===== src/rtl/lpsac_pkg.sv =====
`default_nettype none
package lpsac_pkg;

    localparam int TABLE_DEPTH_DEF = 1024;
    localparam logic [63:0] MIX_MULT = 64'hff51afd7ed558ccd;
    localparam int MIX_SHIFT = 33;

    localparam logic [1:0] MODE_ALLOC = 2'd0;
    localparam logic [1:0] MODE_FREE  = 2'd1;
    localparam logic [1:0] MODE_CLEAR = 2'd2;
    localparam logic [1:0] MODE_RSVD  = 2'd3;

    localparam logic [2:0] CLS_ALLOC_REAL = 3'd0;
    localparam logic [2:0] CLS_ALLOC_SENT = 3'd1;
    localparam logic [2:0] CLS_FREE_REAL  = 3'd2;
    localparam logic [2:0] CLS_FREE_NOOP  = 3'd3;
    localparam logic [2:0] CLS_CLEARED    = 3'd4;
    localparam logic [2:0] CLS_FULL       = 3'd5;

    typedef enum logic [1:0] {IDX_HOLD, IDX_HASH, IDX_INC, IDX_ZERO} t_idx_op;
    typedef enum logic [1:0] {CNT_HOLD, CNT_ZERO, CNT_ONE, CNT_INC} t_cnt_op;
    typedef enum logic [1:0] {WD_ADDR, WD_ZERO, WD_RD} t_wd_sel;

    typedef struct packed {
        logic       in_ready;
        logic       hash_start;
        logic       hash_rd;
        t_idx_op    idx_op;
        t_cnt_op    cnt_op;
        logic       gap_set;
        logic       rd_en;
        logic       wr_en;
        logic       wr_gap;
        t_wd_sel    wd_sel;
        logic       fin;
        logic       emit;
        logic [2:0] cls;
    } t_cmd;

    typedef struct packed {
        logic       in_valid;
        logic [1:0] mode;
        logic       is_sent;
        logic       addr_zero;
        logic       addr_is_sent;
        logic       full;
        logic       hash_done;
        logic       rd_zero;
        logic       rd_match;
        logic       cnt_last;
        logic       cnt_full;
        logic       move;
        logic       idx_last;
        logic       out_free;
    } t_stat;

    function automatic logic [31:0] sat_inc(input logic [31:0] v);
        return (v == 32'hFFFF_FFFF) ? v : v + 32'd1;
    endfunction

endpackage
`default_nettype wire


===== src/rtl/lpsac_ctrl.sv =====
`default_nettype none
// Sequencer: probe, insert, backward-shift walk, clearing sweep, result hand-off.
module lpsac_ctrl (
    input  wire logic             i_clk,
    input  wire logic             i_rst_n,
    input  wire lpsac_pkg::t_stat i_stat,
    output lpsac_pkg::t_cmd       o_cmd
);
    typedef enum logic [12:0] {
        S_SWEEP   = 13'b0000000000001,
        S_IDLE    = 13'b0000000000010,
        S_DECODE  = 13'b0000000000100,
        S_HASH    = 13'b0000000001000,
        S_RD      = 13'b0000000010000,
        S_CHK     = 13'b0000000100000,
        S_SH_RD   = 13'b0000001000000,
        S_SH_CHK  = 13'b0000010000000,
        S_SH_HASH = 13'b0000100000000,
        S_SH_MV   = 13'b0001000000000,
        S_SH_ZERO = 13'b0010000000000,
        S_FIN     = 13'b0100000000000,
        S_EMIT    = 13'b1000000000000
    } t_state;

    t_state     r_state, n_state;
    logic [2:0] r_cls, n_cls;
    logic       r_emit_pend, n_emit_pend;

    always_comb begin
        n_state     = r_state;
        n_cls       = r_cls;
        n_emit_pend = r_emit_pend;
        o_cmd            = '0;
        o_cmd.idx_op     = lpsac_pkg::IDX_HOLD;
        o_cmd.cnt_op     = lpsac_pkg::CNT_HOLD;
        o_cmd.wd_sel     = lpsac_pkg::WD_ZERO;
        o_cmd.cls        = r_cls;
        unique case (r_state)
            S_SWEEP: begin
                o_cmd.wr_en  = 1'b1;
                o_cmd.idx_op = lpsac_pkg::IDX_INC;
                if (i_stat.idx_last) begin
                    n_state     = r_emit_pend ? S_EMIT : S_IDLE;
                    n_emit_pend = 1'b0;
                end
            end
            S_IDLE: begin
                o_cmd.in_ready = 1'b1;
                if (i_stat.in_valid) n_state = S_DECODE;
            end
            S_DECODE: begin
                priority if (i_stat.mode == lpsac_pkg::MODE_ALLOC) begin
                    priority if (i_stat.is_sent) begin
                        n_cls = lpsac_pkg::CLS_ALLOC_SENT;  n_state = S_FIN;
                    end else if (i_stat.addr_zero) begin
                        n_cls = lpsac_pkg::CLS_ALLOC_REAL;  n_state = S_FIN;
                    end else if (i_stat.full) begin
                        n_cls = lpsac_pkg::CLS_FULL;        n_state = S_FIN;
                    end else begin
                        o_cmd.hash_start = 1'b1;            n_state = S_HASH;
                    end
                end else if (i_stat.mode == lpsac_pkg::MODE_FREE) begin
                    if (i_stat.addr_zero || i_stat.addr_is_sent) begin
                        n_cls = lpsac_pkg::CLS_FREE_NOOP;   n_state = S_FIN;
                    end else begin
                        o_cmd.hash_start = 1'b1;            n_state = S_HASH;
                    end
                end else if (i_stat.mode == lpsac_pkg::MODE_CLEAR) begin
                    n_cls = lpsac_pkg::CLS_CLEARED;         n_state = S_FIN;
                end else begin
                    n_state = S_IDLE;
                end
            end
            S_HASH: begin
                if (i_stat.hash_done) begin
                    o_cmd.idx_op = lpsac_pkg::IDX_HASH;
                    o_cmd.cnt_op = lpsac_pkg::CNT_ZERO;
                    n_state      = S_RD;
                end
            end
            S_RD: begin
                o_cmd.rd_en = 1'b1;
                n_state     = S_CHK;
            end
            S_CHK: begin
                if (i_stat.mode == lpsac_pkg::MODE_ALLOC) begin
                    if (i_stat.rd_zero) begin
                        o_cmd.wr_en  = 1'b1;
                        o_cmd.wd_sel = lpsac_pkg::WD_ADDR;
                        n_cls        = lpsac_pkg::CLS_ALLOC_REAL;
                        n_state      = S_FIN;
                    end else begin
                        o_cmd.idx_op = lpsac_pkg::IDX_INC;
                        n_state      = S_RD;
                    end
                end else begin
                    priority if (i_stat.rd_zero) begin
                        n_cls   = lpsac_pkg::CLS_FREE_NOOP;
                        n_state = S_FIN;
                    end else if (i_stat.rd_match) begin
                        // drop the entry, then start the backward-shift walk
                        o_cmd.wr_en   = 1'b1;
                        o_cmd.gap_set = 1'b1;
                        o_cmd.idx_op  = lpsac_pkg::IDX_INC;
                        o_cmd.cnt_op  = lpsac_pkg::CNT_ONE;
                        n_state       = S_SH_RD;
                    end else if (i_stat.cnt_last) begin
                        n_cls   = lpsac_pkg::CLS_FREE_NOOP;
                        n_state = S_FIN;
                    end else begin
                        o_cmd.idx_op = lpsac_pkg::IDX_INC;
                        o_cmd.cnt_op = lpsac_pkg::CNT_INC;
                        n_state      = S_RD;
                    end
                end
            end
            S_SH_RD: begin
                if (i_stat.cnt_full) begin
                    n_cls   = lpsac_pkg::CLS_FREE_REAL;
                    n_state = S_FIN;
                end else begin
                    o_cmd.rd_en = 1'b1;
                    n_state     = S_SH_CHK;
                end
            end
            S_SH_CHK: begin
                if (i_stat.rd_zero) begin
                    n_cls   = lpsac_pkg::CLS_FREE_REAL;
                    n_state = S_FIN;
                end else begin
                    o_cmd.hash_start = 1'b1;
                    o_cmd.hash_rd    = 1'b1;
                    n_state          = S_SH_HASH;
                end
            end
            S_SH_HASH: begin
                if (i_stat.hash_done) begin
                    if (i_stat.move) begin
                        n_state = S_SH_MV;
                    end else begin
                        o_cmd.idx_op = lpsac_pkg::IDX_INC;
                        o_cmd.cnt_op = lpsac_pkg::CNT_INC;
                        n_state      = S_SH_RD;
                    end
                end
            end
            S_SH_MV: begin
                o_cmd.wr_en  = 1'b1;
                o_cmd.wr_gap = 1'b1;
                o_cmd.wd_sel = lpsac_pkg::WD_RD;
                n_state      = S_SH_ZERO;
            end
            S_SH_ZERO: begin
                o_cmd.wr_en   = 1'b1;
                o_cmd.gap_set = 1'b1;
                o_cmd.idx_op  = lpsac_pkg::IDX_INC;
                o_cmd.cnt_op  = lpsac_pkg::CNT_INC;
                n_state       = S_SH_RD;
            end
            S_FIN: begin
                o_cmd.fin = 1'b1;
                if (r_cls == lpsac_pkg::CLS_CLEARED) begin
                    o_cmd.idx_op = lpsac_pkg::IDX_ZERO;
                    n_emit_pend  = 1'b1;
                    n_state      = S_SWEEP;
                end else begin
                    n_state = S_EMIT;
                end
            end
            S_EMIT: begin
                if (i_stat.out_free) begin
                    o_cmd.emit = 1'b1;
                    n_state    = S_IDLE;
                end
            end
            default: n_state = S_IDLE;
        endcase
    end

    always_ff @(posedge i_clk) begin
        if (!i_rst_n) begin
            r_state     <= S_SWEEP;
            r_cls       <= lpsac_pkg::CLS_ALLOC_REAL;
            r_emit_pend <= 1'b0;
        end else begin
            r_state     <= n_state;
            r_cls       <= n_cls;
            r_emit_pend <= n_emit_pend;
        end
    end
endmodule
`default_nettype wire


===== config.mk =====
export PLATFORM = sky130hd
export DESIGN_NAME = lpsac_ctrl
export DESIGN_NICKNAME = d
export VERILOG_FILES = /design/src/rtl/lpsac_pkg.sv /design/src/rtl/lpsac_ctrl.sv
export SDC_FILE = /design/constraint.sdc
export NUM_CORES = 1
export LEC_CHECK = 0
export BUFFER_PORTS_ARGS = -buffer_cell sky130_fd_sc_hd__buf_2
export CAP_MARGIN = 5
export CORE_ASPECT_RATIO = 2
export CORE_MARGIN = 3
export CORE_UTILIZATION = 49
export DETAILED_ROUTE_END_ITERATION = 10
export PLACE_DENSITY = 0.74
export SLEW_MARGIN = 20
export SYNTH_ARGS = -nofsm -noshare
export SYNTH_HDL_FRONTEND = slang
export SYNTH_SLANG_ARGS = --single-unit

===== constraint.sdc =====
create_clock -name i_clk -period 1.9 [get_ports i_clk]
set_input_delay 0.19 -clock i_clk [delete_from_list [all_inputs] [get_ports i_clk]]
set_output_delay 0.19 -clock i_clk [all_outputs]
set_load 0.03 [all_outputs]

==> flow_summary.yaml, run 1 <==
status:
  status: "stopped before the end"
  firstError: "[ERROR DPL-0038] Utilization greater than 100%, impossible to legalize"
  stop_stage: "global routing (5_1_grt)"
floorplanning:
  start_util_pct: 52.1
  rows: 28
  fp.dieH_um: 85.5
  num_io_pins: 35
  die_w_um: 45.8
yosys:
  synth_edf_count: 0
  yosysTopAreaCellShare_pct: 22.0
  synth_top_area_cell: "dfxtp_1"
  synth_area_leaders: "dfxtp_1, nor4_1, a21oi_1, nor2_1, nand2b_1"
  syn-num-nets: 228
  yosys_warnings: 0
  yosysSeqAreaShare_pct: 22.0
  synth_ff_type: "dfxtp_1"
  synthCells: 207
  synth_area_mm2: 0.00155
  synth.distinct_cells: 55
  ys_seq_elements: 17
  async_reset_ff_share_pct: 0
  avgSynthCellArea_um2: 7.49
grt:
  grt_max_degree: 14
clock_tree:
  cts-buffers-inserted: 3
  htreeDepth: 1
  cts_root_buf: "clkbuf_8"
  clock_sinks: 17
  cts_buffer_depth: 2
sta:
  crit_endpoint: "o_cmd[8]"
  endpoint_type: "primary output"
place:
  dp_cells: 320
  place_hpwl_um: 5050
  gp_congestion: 1.12
  port_buffers: 34
[synthesized netlist by cell type, types with 2 or more instances]
master	number
or2_2	4
a31oi_1	5
and3_1	4
inv_1	10
buf_6	2
nor4b_1	6
nand3_1	4
a21o_1	2
or3_1	3
o21ai_0	9
a21oi_1	13
a22oi_1	2
ha_1	4
clkbuf_1	6
a32oi_1	2
and2_1	2
a31o_2	2
or4_4	2
o211a_1	2
nand2b_1	10
or4_1	2
nor3_1	11
nand4_1	4
nor3_2	2
nor4_1	11
or4b_2	2
nand2_1	11
nor2_1	17
nor2b_1	3
o21a_1	2
dfxtp_1	17
a211oi_1	4
buf_4	3
xnor2_1	2
o211ai_1	2
[kinds of logic after synthesis]
| logic type | count (synthesis) | synth area share [%] |
|---|---|---|
| buffers and inverters | 24 | 7.59 |
| and+or+nand+nor | 105 | 41.4 |
| adders and majority gates | 4 | 3.23 |
| xor gates and xnor gates | 3 | 1.70 |
| muxes | 1 | 0.726 |
| AOI/OAI and AO/OA | 53 | 23.4 |
| DFF | 17 | 22.0 |
[repair_timing]
action                                  CTS
endpoints found under the setup margin   29
resized for setup                        74
buffers inserted                         13
pin swaps                                17
hold buffers                              0
[through the flow]
step | setup WS [ps] | instance area [um^2] | hold slack (ps)
3_3_place_gp | -325 | 2250 | 420
4_1_cts | -379 | 2700 | 176
2_1_floorplan | -220 | 1660 | 279
3_5_place_dp | -331 | 2250 | 444
==> run 2: changes to the inputs <==
--- a/config.mk
+++ b/config.mk
@@ -7,11 +7,10 @@
 export LEC_CHECK = 0
 export BUFFER_PORTS_ARGS = -buffer_cell sky130_fd_sc_hd__buf_2
 export CAP_MARGIN = 5
-export CORE_ASPECT_RATIO = 2
 export CORE_MARGIN = 3
-export CORE_UTILIZATION = 49
+export CORE_UTILIZATION = 40
 export DETAILED_ROUTE_END_ITERATION = 10
-export PLACE_DENSITY = 0.74
+export PLACE_DENSITY_LB_ADDON = 0.15
 export SLEW_MARGIN = 20
 export SYNTH_ARGS = -nofsm -noshare
 export SYNTH_HDL_FRONTEND = slang
==> constraint.sdc (replaced) <==
create_clock -name i_clk -period 2.45 [get_ports i_clk]
set_input_delay 0.245 -clock i_clk [delete_from_list [all_inputs] [get_ports i_clk]]
set_output_delay 0.245 -clock i_clk [all_outputs]
set_load 0.03 [all_outputs]
==> run 2 against run 1 <==
Compared with the run above:
- synthesized area stayed put
- the flow now finishes without violations
- synthesized cell count unchanged
==> flow_summary.yaml, run 2 <==
floorplanning:
  start_util_pct: 44.0
  num_io_pins: 35
  die-area_mm2: 0.00466
  die_w_um: 68.3
  fp.coreArea_mm2: 0.00352
  fp.dieH_um: 68.3
  rows: 21
detailed_routing:
  wl_um: 4750
  via_per_inst: 5.98
  wire_per_inst_um: 15.7
  first_iter_violations: 155
  route.detailed.drc: 0
  vias: 1805
  first_pass_iters: 4
  ant_nets: 0
clock_tree:
  cts_buffer_depth: 2
  cts_tree: "done"
  ctsHoldBuffers: 0
  htreeDepth: 1
  cts_root_buf: "clkbuf_8"
  clock_latency_ps: 260
  path_clk_slew_ps: 80
  cts-buffers-inserted: 3
  clock_sinks: 17
worst_setup_path:
  critPathRequiredTime_ps: 2200
  worstSetupStartpointType: "flop"
  endpoint_kind: "output pin"
  critical_path_class: "flop to output pin"
  reg2reg_from: "r_state[4]$_SDFFE_PN0P_"
  r2r_end: "r_state[9]$_SDFFE_PN0P_"
  worst-r2r-setup-slack_ps: 240
  worstPathArrival_ps: 2160
  worstPathMaxFanout: 8
  r2r_cells: 6
grt:
  overflow: 0
  grt_use_total_pct: 21.7
  grt_max_degree: 13
  first_global_vias: 1649
  antenna_found_initial: 0
  grt_pass1_wl_um: 7690
yosys:
  yosys_warnings: 0
  yosysSeqAreaShare_pct: 22.0
  ys_seq_elements: 17
  synth_edf_count: 0
  synth.distinct_cells: 55
  synth_area_mm2: 0.00155
  synthCells: 207
  avgSynthCellArea_um2: 7.49
  synthTopCellsByCount: "dfxtp_1, nor2_1, a21oi_1"
  async_reset_ff_share_pct: 0
  synth_top_area_cell: "dfxtp_1"
  synth_area_leaders: "dfxtp_1, nor4_1, a21oi_1, nor2_1, nand2b_1"
  synth_ff_type: "dfxtp_1"
  yosysTopAreaCellShare_pct: 22.0
  syn-num-nets: 228
sta:
  slew_viol_final: 0
  clock.fmax_mhz: 416
  relSlewSlack_pct: 59.4
  finalCriticalPeriod_ps: 2410
  fin_worst_skew_ps: 5.16
  rsz0062_at_grt: "true"
  tightest_slew_ps: 601
  setup_viol: 0
  fin_crit_sh_pct: 98.2
  hold_violations: 0
status:
  status: "finished, final reports clean"
pwr:
  leakage_nw: 0.873
  powerDensity_mw_per_mm2: 377
  ir_drop_uv: 312
place:
  port_buffers: 34
  place_hpwl_um: 3730
  gp_congestion: 0.923
  dp_cells: 294
finish:
  layout-drive-gt1-share_pct: 35.5
  top_regs: "r_state (13), r_cls (3), r_emit_pend (1)"
  antenna_cells: 0
  final_common_cell: "buf_2"
  largest_reg_flops: 13
  nNetsFinal: 278
  final_cell_mix: "buf_2, buf_4, nor2_1"
  stdcell_count: 302
  largest-register: "r_state"
  nFillCells: 349
  area.growth.synth_to_final_pct: 30.7
  postLayoutCoreUtil_pct: 57.5
hold_path:
  hold_depth: 2
  hold_end: "r_state[0]$_SDFFE_PN1P_"
  min_from: "i_stat[1]"
  hp-class: "input port to flop"
run:
  drv_cap: 0
-- run 2: cell counts after synthesis --
Identical to the previous run, type by type.
-- run 2: cell families (layout without fill, tap and decap cells) --
logic type                 Yosys count  after routing  share of synthesized area, %
and+or+nand+nor                    105            105                          41.4
xor gates and xnor gates             3              3                          1.70
AOI/OAI and AO/OA                   53             53                          23.4
adders and majority gates            4              4                          3.23
buffers and inverters               24             73                          7.59
DFF                                 17             17                          22.0
muxes                                1              1                         0.726
-- run 2: worst max path at each step --
| stage | start | to | cells past startpoint |
|---|---|---|---|
| 6_report | r_state[4]$_SDFFE_PN0P_ | o_cmd[8] | 7 |
| 4_1_cts | r_state[0]$_SDFFE_PN1P_ | o_cmd[14] | 4 |
| 3_5_place_dp | r_state[4]$_SDFFE_PN0P_ | o_cmd[14] | 6 |
| 2_1_floorplan | r_state[1]$_SDFFE_PN0P_ | o_cmd[8] | 6 |
| 3_3_place_gp | r_state[4]$_SDFFE_PN0P_ | o_cmd[14] | 6 |
| 5_1_grt | r_state[4]$_SDFFE_PN0P_ | o_cmd[8] | 7 |
-- run 2: critical path: stages, from the launching register on --
cell and delay, ps:
dfxtp_2 370, or4_4 560, buf_4 200, nor4_4 320
a31o_2 170, inv_1 50, nand3_2 60, clkbuf_4 180
-- run 2: metrics by stage --
| stage | setup WS, ps | power [W] | area [um^2] | hold slack, ps | TNS [ps] |
|---|---|---|---|---|---|
| 2_1_floorplan | 17.8 | 0.000455 | 1580 | 334 | 0 |
| 6_report | 44.7 | 0.000764 | 2030 | 209 | 0 |
| 3_5_place_dp | 166 | 0.000520 | 1880 | 490 | 0 |
| 4_1_cts | 17.4 | 0.000742 | 1950 | 211 | 0 |
| 3_3_place_gp | 109 | 0.000521 | 1880 | 478 | 0 |
| 5_1_grt | -22.3 | 0.000804 | 2030 | 229 | -22.3 |
-- run 2: repair_timing --
item	4_1_cts	5_1_grt
endpoints found under the setup margin	4	5
gates resized for setup	6	11
setup buffers	0	4
pin swaps	0	2
-- run 2: power by group --
group,switching [W],total [W],internal [W],leakage [nW]
clock network,0.000107,0.000220,0.000113,0.0255
registers,0.00000486,0.000288,0.000284,0.138
logic,0.000150,0.000255,0.000106,0.710
total,0.000262,0.000764,0.000502,0.873
-- run 2: layer usage --
metal / routed length, um / track usage, %
met5: 0 / 0
met4: 70 / 5.96
met3: 368 / 2.63
met2: 2080 / 33.3
met1: 2240 / 31.6
-- run 2: area by class of cell --
cell class / count / area, um^2 / area share (%)
Timing Repair Buffer: 58 / 362 / 17.9
Clock buffer: 3 / 41.3 / 2.04
Multi-Input combinational cell: 166 / 1180 / 58.1
Clock inverter: 1 / 5.00 / 0.247
Sequential cell: 17 / 342 / 16.9
Tap cell: 46 / 57.6 / 2.84
Inverter: 11 / 41.3 / 2.04
No activity file was read; power rests on OpenSTA's default activity.
==> run 3: changes to the inputs <==
--- a/config.mk
+++ b/config.mk
@@ -11,6 +11,7 @@
 export CORE_UTILIZATION = 40
 export DETAILED_ROUTE_END_ITERATION = 10
 export PLACE_DENSITY_LB_ADDON = 0.15
+export RECOVER_POWER = 100
 export SLEW_MARGIN = 20
 export SYNTH_ARGS = -nofsm -noshare
 export SYNTH_HDL_FRONTEND = slang
==> run 3 against run 2 <==
Compared with the run above:
- clock skew about the same
- maximum frequency about the same
- utilization down 0.071 points
- worst hold slack about the same
==> flow_summary.yaml, run 3 (synthesized netlist as in run 2, its figures left out) <==
finish:
  final_cell_mix: "buf_2, buf_4, nor2_1"
  final_common_cell: "buf_2"
  nFillCells: 350
  nNetsFinal: 278
  layout-drive-gt1-share_pct: 34.8
  top_regs: "r_state (13), r_cls (3), r_emit_pend (1)"
  area.growth.synth_to_final_pct: 30.5
  largest_reg_flops: 13
  stdcell_count: 302
  largest-register: "r_state"
  antenna_cells: 0
sta:
  slew_viol_final: 0
  relSlewSlack_pct: 59.5
  hold_violations: 0
  setup_slack_ps: 45.3
  rsz0062_at_grt: "true"
  clock.fmax_mhz: 416
  finalCriticalPeriod_ps: 2400
  setup_viol: 0
  fin_crit_sh_pct: 98.2
  fin_worst_skew_ps: 5.16
  finalSetupTns_ps: 0
  tightest_slew_ps: 600
detailed_routing:
  route.detailed.drc: 0
  vias: 1804
  first_pass_iters: 4
  wl_um: 4750
  ant_nets: 0
  wire_per_inst_um: 15.7
  via_per_inst: 5.97
  first_iter_violations: 153
grt:
  antenna_found_initial: 0
  overflow: 0
  grt_pass1_wl_um: 7690
  grt_use_total_pct: 21.7
  grt_max_degree: 13
  first_global_vias: 1649
pwr:
  leakage_nw: 0.865
  power.total_w: 0.000763
  ir_drop_uv: 312
  powerDensity_mw_per_mm2: 377
place:
  place_hpwl_um: 3730
  port_buffers: 34
  pre_cts_slack_ps: 166
  dp_cells: 294
  gp_congestion: 0.923
clock_tree:
  htreeDepth: 1
  cts_buffer_depth: 2
  ctsHoldBuffers: 0
  cts_root_buf: "clkbuf_8"
  path_clk_slew_ps: 80
  cts-buffers-inserted: 3
  clock_latency_ps: 260
  clock_sinks: 17
  cts_tree: "done"
worst_setup_path:
  critical_path_class: "flop to output pin"
  cp_cell_sequence: "or4_4 > buf_4 > nor4_4 > a31o_2 > inv_1 > nand3_2 > clkbuf_4"
  path_buf_inv: 3
  r2r_cells: 6
  crit_family: "simple AND/OR/NAND/NOR gates"
  worstPathMaxFanout: 8
  cp.depth: 7
  worstPathArrival_ps: 2160
  endpoint: "o_cmd[8]"
  endpoint_kind: "output pin"
  reg2reg_from: "r_state[4]$_SDFFE_PN0P_"
  critical-path-max-stage-delay_ps: 560
  worstSetupStartpointType: "flop"
  startpoint: "r_state[4]$_SDFFE_PN0P_"
  worst-r2r-setup-slack_ps: 230
  r2r_end: "r_state[9]$_SDFFE_PN0P_"
  slowest_stage: "or4_4"
  critPathRequiredTime_ps: 2200
floorplanning:
  die_w_um: 68.3
  die-area_mm2: 0.00466
  start_util_pct: 44.0
  fp.coreArea_mm2: 0.00352
  rows: 21
  num_io_pins: 35
  fp.dieH_um: 68.3
hold_path:
  min_from: "i_stat[1]"
  hp-class: "input port to flop"
run:
  drv_cap: 0
status:
  status: "finished, final reports clean"
run 3: changes by cell type in the layout (fill, tap and decap cells not counted), sizes merged:
cell    delta
buf        -2
clkbuf     +2
run 3: power by group:
group | internal (W) | switching [W] | leakage (nW)
combinational | 0.000105 | 0.000150 | 0.701
clock | 0.000113 | 0.000107 | 0.0255
sequential | 0.000284 | 0.00000487 | 0.138
run 3: final cells by class:
cell class | count | area, um^2 | share of cell area [%]
Multi-Input combinational cell | 166 | 1180 | 58.2
Clock buffer | 3 | 41.3 | 2.04
Inverter | 11 | 41.3 | 2.04
Clock inverter | 1 | 5.00 | 0.247
Sequential cell | 17 | 342 | 16.9
Tap cell | 46 | 57.6 | 2.84
Timing Repair Buffer | 58 | 359 | 17.7
run 3: timing repair:
action / CTS / global route
endpoints found under the setup margin: 4 / 5
resized for setup: 6 / 11
buffers inserted: 0 / 4
pin swaps: 0 / 2
run 3: routing by layer:
metal	wire [um]	share of wire, %	global-route usage, %	vias up
li1	-	-	-	880
met1	2250	47	31.6	838
met2	2090	44	33.3	76
met3	359	7.6	2.63	10
met4	53	1.1	5.96	0
met5	0	0	0	-
run 3: worst min path at each step:
| stage | endpoint | slack [ps] | cells after the start |
|---|---|---|---|
| 3_3_place_gp | r_state[0]$_SDFFE_PN1P_ | 480 | 2 |
| 3_5_place_dp | r_state[0]$_SDFFE_PN1P_ | 490 | 2 |
| 4_1_cts | r_state[0]$_SDFFE_PN1P_ | 210 | 2 |
| 5_1_grt | r_state[0]$_SDFFE_PN1P_ | 230 | 2 |
| 2_1_floorplan | r_state[0]$_SDFFE_PN1P_ | 330 | 1 |
| 6_report | r_state[0]$_SDFFE_PN1P_ | 210 | 2 |
run 3: metrics by stage:
stage	hold WS (ps)	instance area, um^2	utilization [%]
after global routing	229	2020	57.5
after detailed placement	490	1880	53.4
after global placement	478	1880	53.4
after floorplan	334	1580	-
after CTS	211	1950	55.4
final	209	2020	57.5
